## config.mk

```make
export PLATFORM = sky130hd
export DESIGN_NAME = pull_push_reorder_permutation_top
export DESIGN_NICKNAME = d
export VERILOG_FILES = /design/src/hw/rtl/ppr_pkg.sv /design/src/hw/rtl/ppr_ram.sv /design/src/hw/rtl/ppr_cfg.sv /design/src/hw/rtl/ppr_ctrl.sv /design/src/hw/rtl/pull_push_reorder_permutation_top.sv
export SDC_FILE = /design/constraint.sdc
export NUM_CORES = 1
export LEC_CHECK = 0
export ABC_AREA = 1
export BUFFER_PORTS_ARGS = -buffer_cell sky130_fd_sc_hd__buf_2
export CAP_MARGIN = 10
export CORE_MARGIN = 1.5
export CORE_UTILIZATION = 43
export DETAILED_ROUTE_END_ITERATION = 16
export SYNTH_ARGS = -nofsm -noshare
export SYNTH_HDL_FRONTEND = slang
export SYNTH_SLANG_ARGS = --single-unit
```

## constraint.sdc

```tcl
create_clock -name clk -period 7.1 [get_ports clk]
set_input_delay 0 -clock clk [delete_from_list [all_inputs] [get_ports clk]]
set_output_delay 0 -clock clk [all_outputs]
set_load 0.01 [all_outputs]
```

## src/hw/rtl/ppr_pkg.sv

```systemverilog
// Shared constants, codes and types of the reorder permutation block.
package ppr_pkg;

  localparam int MAX_VARS = 64;
  localparam int MAX_LIST = 64;
  localparam int VAR_W    = 6;
  localparam int CNT_W    = 7;
  localparam int ADDR_W   = 4;
  localparam int DATA_W   = 32;

  localparam logic [1:0] ST_OK    = 2'd0;
  localparam logic [1:0] ST_DUP   = 2'd1;
  localparam logic [1:0] ST_RANGE = 2'd2;
  localparam logic [1:0] ST_LONG  = 2'd3;

  localparam logic [1:0] REG_MODE_PUSH = 2'd0;
  localparam logic [1:0] REG_PERM_SIZE = 2'd1;
  localparam logic [1:0] REG_SKIP_DUP  = 2'd2;

  typedef struct packed {
    logic             mode_push;
    logic [CNT_W-1:0] perm_size;
    logic             skip_duplicates;
  } cfg_t;

  typedef struct packed {
    logic             we;
    logic [VAR_W-1:0] waddr;
    logic [VAR_W-1:0] wdata;
    logic [VAR_W-1:0] raddr;
  } ram_port_t;

endpackage

```

## src/hw/rtl/ppr_ram.sv

```systemverilog
// Generic single-clock RAM with one write port and one registered read port.
module ppr_ram #(
  parameter int WIDTH = 8,
  parameter int DEPTH = 64
) (
  input  logic                     clk,
  input  logic                     we,
  input  logic [$clog2(DEPTH)-1:0] waddr,
  input  logic [WIDTH-1:0]         wdata,
  input  logic [$clog2(DEPTH)-1:0] raddr,
  output logic [WIDTH-1:0]         rdata
);

  logic [WIDTH-1:0] mem [DEPTH];

  always_ff @(posedge clk) begin
    if (we) begin
      mem[waddr] <= wdata;
    end
    rdata <= mem[raddr];
  end

endmodule

```

## src/hw/rtl/ppr_cfg.sv

```systemverilog
// Configuration register file behind the APB-style port.
module ppr_cfg import ppr_pkg::*; (
  input  logic              clk,
  input  logic              rst,
  input  logic              psel,
  input  logic              penable,
  input  logic              pwrite,
  input  logic [ADDR_W-1:0] paddr,
  input  logic [DATA_W-1:0] pwdata,
  output logic [DATA_W-1:0] prdata,
  output logic              pready,
  output cfg_t              cfg
);

  logic [1:0] reg_index;
  logic       wr_en;

  assign reg_index = paddr[3:2];
  assign pready    = 1'b1;
  assign wr_en     = psel && penable && pwrite;

  always_ff @(posedge clk) begin
    if (rst) begin
      cfg.mode_push       <= 1'b0;
      cfg.perm_size       <= CNT_W'(MAX_VARS);
      cfg.skip_duplicates <= 1'b0;
    end else if (wr_en) begin
      unique case (reg_index)
        REG_MODE_PUSH: cfg.mode_push       <= pwdata[0];
        REG_PERM_SIZE: cfg.perm_size       <= pwdata[CNT_W-1:0];
        REG_SKIP_DUP:  cfg.skip_duplicates <= pwdata[0];
        default: ;
      endcase
    end
  end

  always_comb begin
    prdata = '0;
    unique case (reg_index)
      REG_MODE_PUSH: prdata[0]         = cfg.mode_push;
      REG_PERM_SIZE: prdata[CNT_W-1:0] = cfg.perm_size;
      REG_SKIP_DUP:  prdata[0]         = cfg.skip_duplicates;
      default:       prdata            = '0;
    endcase
  end

endmodule

```

## src/hw/rtl/ppr_ctrl.sv

```systemverilog
// Sequencer that loads the list, scans it against the mark map, fills and emits.
module ppr_ctrl import ppr_pkg::*; (
  input  logic             clk,
  input  logic             rst,
  input  cfg_t             cfg,
  input  logic             item_valid,
  output logic             item_stall,
  input  logic [VAR_W-1:0] var_index,
  input  logic             list_end,
  output logic             result_valid,
  input  logic             result_stall,
  output logic [VAR_W-1:0] slot,
  output logic [VAR_W-1:0] entry,
  output logic [1:0]       status,
  output logic             run_end,
  output ram_port_t        list_port,
  input  logic [VAR_W-1:0] list_rdata,
  output ram_port_t        slot_port,
  input  logic [VAR_W-1:0] slot_rdata
);

  localparam logic [2:0] S_LOAD  = 3'd0;
  localparam logic [2:0] S_SCAN  = 3'd1;
  localparam logic [2:0] S_FILL  = 3'd2;
  localparam logic [2:0] S_PRIME = 3'd3;
  localparam logic [2:0] S_EMIT  = 3'd4;

  logic [2:0]          state, state_next;
  logic [CNT_W-1:0]    list_count, list_count_next;
  logic                err_long, err_long_next;
  logic [1:0]          err_code, err_code_next;
  logic                rd_valid, rd_valid_next;
  logic [CNT_W-1:0]    rem, rem_next;
  logic [CNT_W-1:0]    uniq, uniq_next;
  logic [MAX_VARS-1:0] mark, mark_next;
  logic                res_valid, res_valid_next;
  logic [VAR_W-1:0]    cur_idx, cur_idx_next;

  logic [CNT_W-1:0]    n_eff, n_eff_next;
  logic                mode, mode_next;
  logic                skip, skip_next;
  logic [VAR_W-1:0]    scan_addr, scan_addr_next;
  logic [CNT_W-1:0]    fill_v, fill_v_next;
  logic [VAR_W-1:0]    fill_pos, fill_pos_next;

  logic [CNT_W-1:0]    n_clamp;
  logic                is_last;
  logic                out_take;

  always_comb begin
    if (cfg.perm_size == '0) begin
      n_clamp = CNT_W'(1);
    end else if (cfg.perm_size > CNT_W'(MAX_VARS)) begin
      n_clamp = CNT_W'(MAX_VARS);
    end else begin
      n_clamp = cfg.perm_size;
    end
  end

  assign is_last  = (err_code != ST_OK) || ({1'b0, cur_idx} == n_eff - CNT_W'(1));
  assign out_take = res_valid && !result_stall;

  assign item_stall   = (state != S_LOAD);
  assign result_valid = res_valid;
  assign slot         = cur_idx;
  assign entry        = (err_code != ST_OK) ? '0 : slot_rdata;
  assign status       = err_code;
  assign run_end      = is_last;

  always_comb begin
    state_next      = state;
    list_count_next = list_count;
    err_long_next   = err_long;
    err_code_next   = err_code;
    rd_valid_next   = 1'b0;
    rem_next        = rem;
    uniq_next       = uniq;
    mark_next       = mark;
    res_valid_next  = res_valid;
    cur_idx_next    = cur_idx;
    n_eff_next      = n_eff;
    mode_next       = mode;
    skip_next       = skip;
    scan_addr_next  = scan_addr;
    fill_v_next     = fill_v;
    fill_pos_next   = fill_pos;
    list_port       = '0;
    slot_port       = '0;
    slot_port.raddr = cur_idx;

    unique case (state)
      S_LOAD: begin
        if (item_valid) begin
          if (list_count < CNT_W'(MAX_LIST)) begin
            list_port.we    = 1'b1;
            list_port.waddr = list_count[VAR_W-1:0];
            list_port.wdata = var_index;
            list_count_next = list_count + CNT_W'(1);
          end else begin
            err_long_next = 1'b1;
          end
          if (list_end) begin
            n_eff_next = n_clamp;
            mode_next  = cfg.mode_push;
            skip_next  = cfg.skip_duplicates;
            if (err_long || list_count == CNT_W'(MAX_LIST)) begin
              err_code_next  = ST_LONG;
              cur_idx_next   = '0;
              res_valid_next = 1'b1;
              state_next     = S_EMIT;
            end else begin
              rem_next       = list_count + CNT_W'(1);
              scan_addr_next = cfg.mode_push ? list_count[VAR_W-1:0] : '0;
              uniq_next      = '0;
              state_next     = S_SCAN;
            end
          end
        end
      end

      S_SCAN: begin
        if (rem != '0) begin
          list_port.raddr = scan_addr;
          scan_addr_next  = mode ? scan_addr - VAR_W'(1) : scan_addr + VAR_W'(1);
          rem_next        = rem - CNT_W'(1);
          rd_valid_next   = 1'b1;
        end
        if (rd_valid) begin
          if ({1'b0, list_rdata} >= n_eff) begin
            err_code_next = ST_RANGE;
          end else if (mark[list_rdata]) begin
            if (!skip) begin
              err_code_next = ST_DUP;
            end
          end else begin
            mark_next[list_rdata] = 1'b1;
            slot_port.we    = 1'b1;
            slot_port.waddr = mode ? VAR_W'(n_eff - CNT_W'(1) - uniq) : uniq[VAR_W-1:0];
            slot_port.wdata = list_rdata;
            uniq_next       = uniq + CNT_W'(1);
          end
          if (err_code_next != ST_OK) begin
            mark_next      = '0;
            cur_idx_next   = '0;
            res_valid_next = 1'b1;
            rd_valid_next  = 1'b0;
            state_next     = S_EMIT;
          end else if (rem == '0) begin
            fill_v_next   = '0;
            fill_pos_next = mode ? '0 : uniq_next[VAR_W-1:0];
            state_next    = S_FILL;
          end
        end
      end

      S_FILL: begin
        if (!mark[fill_v[VAR_W-1:0]]) begin
          slot_port.we    = 1'b1;
          slot_port.waddr = fill_pos;
          slot_port.wdata = fill_v[VAR_W-1:0];
          fill_pos_next   = fill_pos + VAR_W'(1);
        end
        fill_v_next = fill_v + CNT_W'(1);
        if (fill_v == n_eff - CNT_W'(1)) begin
          mark_next  = '0;
          state_next = S_PRIME;
        end
      end

      S_PRIME: begin
        slot_port.raddr = '0;
        cur_idx_next    = '0;
        res_valid_next  = 1'b1;
        state_next      = S_EMIT;
      end

      S_EMIT: begin
        if (out_take) begin
          if (is_last) begin
            res_valid_next  = 1'b0;
            list_count_next = '0;
            err_long_next   = 1'b0;
            err_code_next   = ST_OK;
            uniq_next       = '0;
            state_next      = S_LOAD;
          end else begin
            cur_idx_next    = cur_idx + VAR_W'(1);
            slot_port.raddr = cur_idx + VAR_W'(1);
          end
        end
      end

      default: begin
        state_next = S_LOAD;
      end
    endcase
  end

  always_ff @(posedge clk) begin
    if (rst) begin
      state      <= S_LOAD;
      list_count <= '0;
      err_long   <= 1'b0;
      err_code   <= ST_OK;
      rd_valid   <= 1'b0;
      rem        <= '0;
      uniq       <= '0;
      mark       <= '0;
      res_valid  <= 1'b0;
      cur_idx    <= '0;
    end else begin
      state      <= state_next;
      list_count <= list_count_next;
      err_long   <= err_long_next;
      err_code   <= err_code_next;
      rd_valid   <= rd_valid_next;
      rem        <= rem_next;
      uniq       <= uniq_next;
      mark       <= mark_next;
      res_valid  <= res_valid_next;
      cur_idx    <= cur_idx_next;
    end
  end

  always_ff @(posedge clk) begin
    n_eff     <= n_eff_next;
    mode      <= mode_next;
    skip      <= skip_next;
    scan_addr <= scan_addr_next;
    fill_v    <= fill_v_next;
    fill_pos  <= fill_pos_next;
  end

endmodule

```

## src/hw/rtl/pull_push_reorder_permutation_top.sv

```systemverilog
// Top level of the pull/push reorder permutation builder.
// List words load at one per cycle while in the load state. The end-marked word
// starts a scan over the list RAM, a fill pass over the mark map, a prime step for
// the slot RAM read, then N result words at one per cycle while the output is not
// stalled. An error ends the scan early (an overlong list skips it) and gives a
// single status word. Synchronous reset clears the control state and the mark map.
module pull_push_reorder_permutation_top import ppr_pkg::*; (
  input  logic              clk,
  input  logic              rst,
  input  logic              psel,
  input  logic              penable,
  input  logic              pwrite,
  input  logic [ADDR_W-1:0] paddr,
  input  logic [DATA_W-1:0] pwdata,
  output logic [DATA_W-1:0] prdata,
  output logic              pready,
  input  logic              item_valid,
  output logic              item_stall,
  input  logic [VAR_W-1:0]  var_index,
  input  logic              list_end,
  output logic              result_valid,
  input  logic              result_stall,
  output logic [VAR_W-1:0]  slot,
  output logic [VAR_W-1:0]  entry,
  output logic [1:0]        status,
  output logic              run_end
);

  cfg_t             cfg;
  ram_port_t        list_port;
  ram_port_t        slot_port;
  logic [VAR_W-1:0] list_rdata;
  logic [VAR_W-1:0] slot_rdata;

  ppr_cfg u_cfg (
    .clk     (clk),
    .rst     (rst),
    .psel    (psel),
    .penable (penable),
    .pwrite  (pwrite),
    .paddr   (paddr),
    .pwdata  (pwdata),
    .prdata  (prdata),
    .pready  (pready),
    .cfg     (cfg)
  );

  ppr_ram #(.WIDTH(VAR_W), .DEPTH(MAX_LIST)) u_list_ram (
    .clk   (clk),
    .we    (list_port.we),
    .waddr (list_port.waddr),
    .wdata (list_port.wdata),
    .raddr (list_port.raddr),
    .rdata (list_rdata)
  );

  ppr_ram #(.WIDTH(VAR_W), .DEPTH(MAX_VARS)) u_slot_ram (
    .clk   (clk),
    .we    (slot_port.we),
    .waddr (slot_port.waddr),
    .wdata (slot_port.wdata),
    .raddr (slot_port.raddr),
    .rdata (slot_rdata)
  );

  ppr_ctrl u_ctrl (
    .clk          (clk),
    .rst          (rst),
    .cfg          (cfg),
    .item_valid   (item_valid),
    .item_stall   (item_stall),
    .var_index    (var_index),
    .list_end     (list_end),
    .result_valid (result_valid),
    .result_stall (result_stall),
    .slot         (slot),
    .entry        (entry),
    .status       (status),
    .run_end      (run_end),
    .list_port    (list_port),
    .list_rdata   (list_rdata),
    .slot_port    (slot_port),
    .slot_rdata   (slot_rdata)
  );

endmodule

```

==> run summary <==
The run finished with clean final reports. The type of element capturing the critical path was a flip-flop. The time the worst path needs with I/O delays and setup came out at 5290 ps. The clock skew after layout is 41.6 ps, and the via count of the first global-routing pass is 28700.

The initial utilization of the core area, before any placement, comes to 43.3%. Detailed placement finished with a half-perimeter wire length of 63900 um. Global routing finished with a remaining overflow of 0.

The largest single stage delay on the critical path is 1010 ps. In the global route stage, met2 resource usage came out at 34.6%. Initial antenna violation count: 0. The share of the Yosys chip area taken by registers is 61.7%. The signed area change from the synthesized netlist to the final layout is 10.8%. In the routed design, unresolved DRC markers number 0. Synthesis inferred 915 register bits. After clock tree synthesis, the clock-pin slew on the worst setup and hold paths is 60 ps. The tools report the cell row count as 115. The tools report the global-route met1 utilization as 30.4%.

Fraction of the cycle the final worst path needs: 74.5%. 100 I/O pins were placed. Across all hold checks on the routed design, the worst slack comes to 118 ps.

The tool flagged a number of max-cap violations equal to 0. The tools report the number of antenna-violating nets in the routed design as 0. The top cell type by area accounts for 56.1% of the synthesized area. The endpoint required time on the critical path came out at 7660 ps. Walking the worst path, the cells encountered are inv_1 > ha_1 > nand2_1 > o21ai_1 > nand2_1 > nand2_1 > nand2_1 > nor2_1 > nand2_1 > nand3_1 > nand2_1 > nand3_4 > buf_4 > buf_4 > nand3b_1 > nand3_1 > nand3_1 > nand3_1 > nand3_1 > nand3_1 > nand2_1.

In this run the worst hold path is classified as in -> reg. The floorplan step defined a core boundary enclosing 0.0983 sq mm. The worst setup path is launched from a flip-flop.

Setup repair after global routing left no endpoint under its margin. Synthesis produced a netlist whose cell count is 4112. Leaving out fill and tap cells, the most frequent cells in the layout are edfxtp_1 (796), nand3_1 (556), nand2_1 (505), inv_1 (382), nor2_1 (256). After synthesis, the cell types taking the most area are edfxtp_1 (56%), nand3_1 (6.6%), dfxtp_1 (5.6%), nand2_1 (4.5%), o211ai_1 (3.6%). The first routing iteration left 3002 violations.

Yosys mapped a number of flops with a built-in enable equal to 796. Summed over all cells, the static leakage comes to 16.4 nW. Among all stages on the critical path, the largest delay is contributed by buf_4. The congestion estimate from routability-driven global placement came to 0.855. The pre-antenna-repair detailed-routing pass consisted of 6 iterations.

TritonCTS built the clock tree. Input and output buffers added on the ports amount to 46. Entering global routing, the biggest net connects 99 pins. Among all flip-flop cells after synthesis, the most frequent one is edfxtp_1. In this run, placement finished with an instance count of 5233. Each instance of the synthesized netlist takes up on average 10.4 sq um. The share of post-route cells with drive strength above 1 works out to 12.1%. The biggest area contributor in the post-synthesis netlist is edfxtp_1.

At the worst endpoint, the arrival time is 5850 ps. The post-synthesis async set-or-reset flop share is 0%, and the worst-case clock buffer depth is 3. The power density over the cells is 321 mW/mm^2.

The final layout contains routed wiring with a total length of 111000 um. The die is 318 um tall. The clock tree synthesis step divided the H-tree into 3 levels.

Busiest metal layer after global routing: met2. Along the worst path, the maximum fanout reaches 98. The synthesis warning total was 0. The mapped netlist covers 0.0426 sq mm.

The logs give 0.101 sq mm for the die area and 0 for the final antenna diode count. The library cell used most frequently in the layout, excluding fill and tap cells, is edfxtp_1. The count of endpoints failing hold in the final timing report is 0, and the number of failing setup endpoints in the final timing report is 0. In the final routed layout, each cell accounts on average for 20.4 um. Number of max-slew violations in the final report: 0. For this block, the via count after detailed routing is 30300. The floorplan step set the die width to 318 um. For the clock sink count, the log shows 915. Among the stages of the critical path, the cell type that occurs most often is nand2_1. The overall fraction of global-route tracks in use is 21.6%, and the total power of the final layout is 15.1 mW. The first global-routing pass estimated 170000 um of wire. In this run the tightest slew margin relative to its limit is 13.6%. Classification of the worst setup path: reg -> reg.

The tools report the worst IR drop on VDD as 0.000353 V. For met3 alone, demand over resource in global routing was 3.01%. Leaving out filler cells and counting taps, the final layout contains 5438. Synthesis instantiated 53 different standard cells from the library. Once the clock tree was built, the resizer swapped 0 gates to a different size. The worst-margin pin slew works out to 1300 ps. The root buffer cell chosen for the clock tree is clkbuf_16.

After the last flow step, the layout net total stands at 4146. The sum of negative setup slack is 0 ps, and the total CTS buffers is 97. The later pin in the worst-skew pair is clocked with a latency of 700 ps. The post-detailed-route via-to-cell ratio came out at 5.57. For this run, the top clock speed supported by timing is 189 MHz.
==> Yosys cell counts (3+ instances only) <==
cell type and instances:
nand4_1 83, edfxtp_1 796, o21ai_0 171, a22oi_1 6
ha_1 23, o21ai_1 10, nor3_2 7, nand2_2 4
inv_1 384, a31oi_1 8, nand2_1 510, dfxtp_1 119
buf_4 28, inv_2 11, nor2_1 264, xnor2_1 6
o21ai_2 3, nand3_1 558, clkbuf_1 148, buf_2 95
a21oi_1 201, nor3_1 19, xor2_1 16, buf_1 8
or2_2 194, nand3b_1 137, nor2_2 3, nand3_2 9
clkinv_1 5, o211ai_1 205, nand3_4 6, o22ai_1 30
a211oi_1 8, nor4_1 8, nor2_4 3
==> path summary, 6_finish.rpt <==
path,slack (ps),cells after the start,from,end
setup / recovery,1810,21,u_ctrl.n_eff[0],u_slot_ram.rdata[3]
hold / removal,120,4,var_index[4],u_list_ram.mem[1][4]
setup reg to reg,1810,21,u_ctrl.n_eff[0],u_slot_ram.rdata[3]
hold reg to reg,460,2,u_ctrl.err_long,u_ctrl.err_long
==> metal layers <==
metal	up-vias	routed length (um)
li1	14400	-
met1	14800	48600
met2	969	52300
met3	163	6860
met4	0	2930
met5	-	0
==> cell type report <==
| class | instances | area [sq um] |
|---|---|---|
| fillers | 8962 | 51100 |
| flip-flops and latches | 915 | 26300 |
| multi-input cells | 2537 | 13800 |
| clock buffers | 133 | 2670 |
| well taps | 1287 | 1610 |
| inverters | 403 | 1520 |
| repair buffers | 117 | 856 |
| clock inverters | 46 | 443 |
==> state kept, by name (all words and copies together), names as in the netlist <==
register	count
u_cfg.cfg	9
u_ctrl.err_long	1
u_ctrl.fill_pos	6
u_ctrl.fill_v	7
u_ctrl.list_count	7
u_ctrl.mark	64
u_ctrl.mode	1
u_ctrl.n_eff	7
u_ctrl.rd_valid	1
u_ctrl.rem	7
u_ctrl.result_valid	1
u_ctrl.scan_addr	6
u_ctrl.skip	1
u_ctrl.slot	6
u_ctrl.state	3
u_ctrl.status	2
u_ctrl.uniq	6
u_list_ram.mem	384
u_list_ram.rdata	6
u_slot_ram.mem	384
u_slot_ram.rdata	6
==> metrics by stage <==
step | utilization, % | cell area, sq um | worst slack, ps
3_5_place_dp | 44.6 | 43800 | 1930
5_1_grt | 48.0 | 47200 | 1410
2_1_floorplan | - | 42700 | 3050
6_report | 48.0 | 47200 | 1810
3_3_place_gp | 44.6 | 43800 | 2010
4_1_cts | 48.0 | 47200 | 1870
==> report_power, final <==
| group | switching, mW | internal (mW) |
|---|---|---|
| Sequential | 0.201 | 6.32 |
| Combinational | 2.75 | 0.901 |
| Clock | 2.13 | 2.83 |
| Total | 5.08 | 10.0 |
==> cell families (layout without fill, tap and decap cells) <==
kind of cell             count (synthesis)  in the layout  synth area share (%)
AND/OR/NAND/NOR                       1808           1808                  21.1
flip-flops                             915            915                  61.7
adder cells (fa/ha/maj)                 25             25                 0.770
AO/OA/AOI/OAI                          656            656                  9.33
other                                    2             26                0.0176
buffers and inverters                  684            699                  6.60
XOR/XNOR                                22             22                 0.453
==> critical path: cells and delay by family (launching register included) <==
family / cells / cell delay [ps]
compound gates: 1 / 190
fa+ha+maj: 1 / 280
buf+inv: 3 / 1900
flops: 1 / 520
simple gates: 16 / 2190
==> repair_timing <==
item | in CTS | in global routing
hold buffers | 26 | 0
hold endpoints to repair | 93 | 0
setup buffers | 0 | 0
No activity file was read; power rests on OpenSTA's default activity.
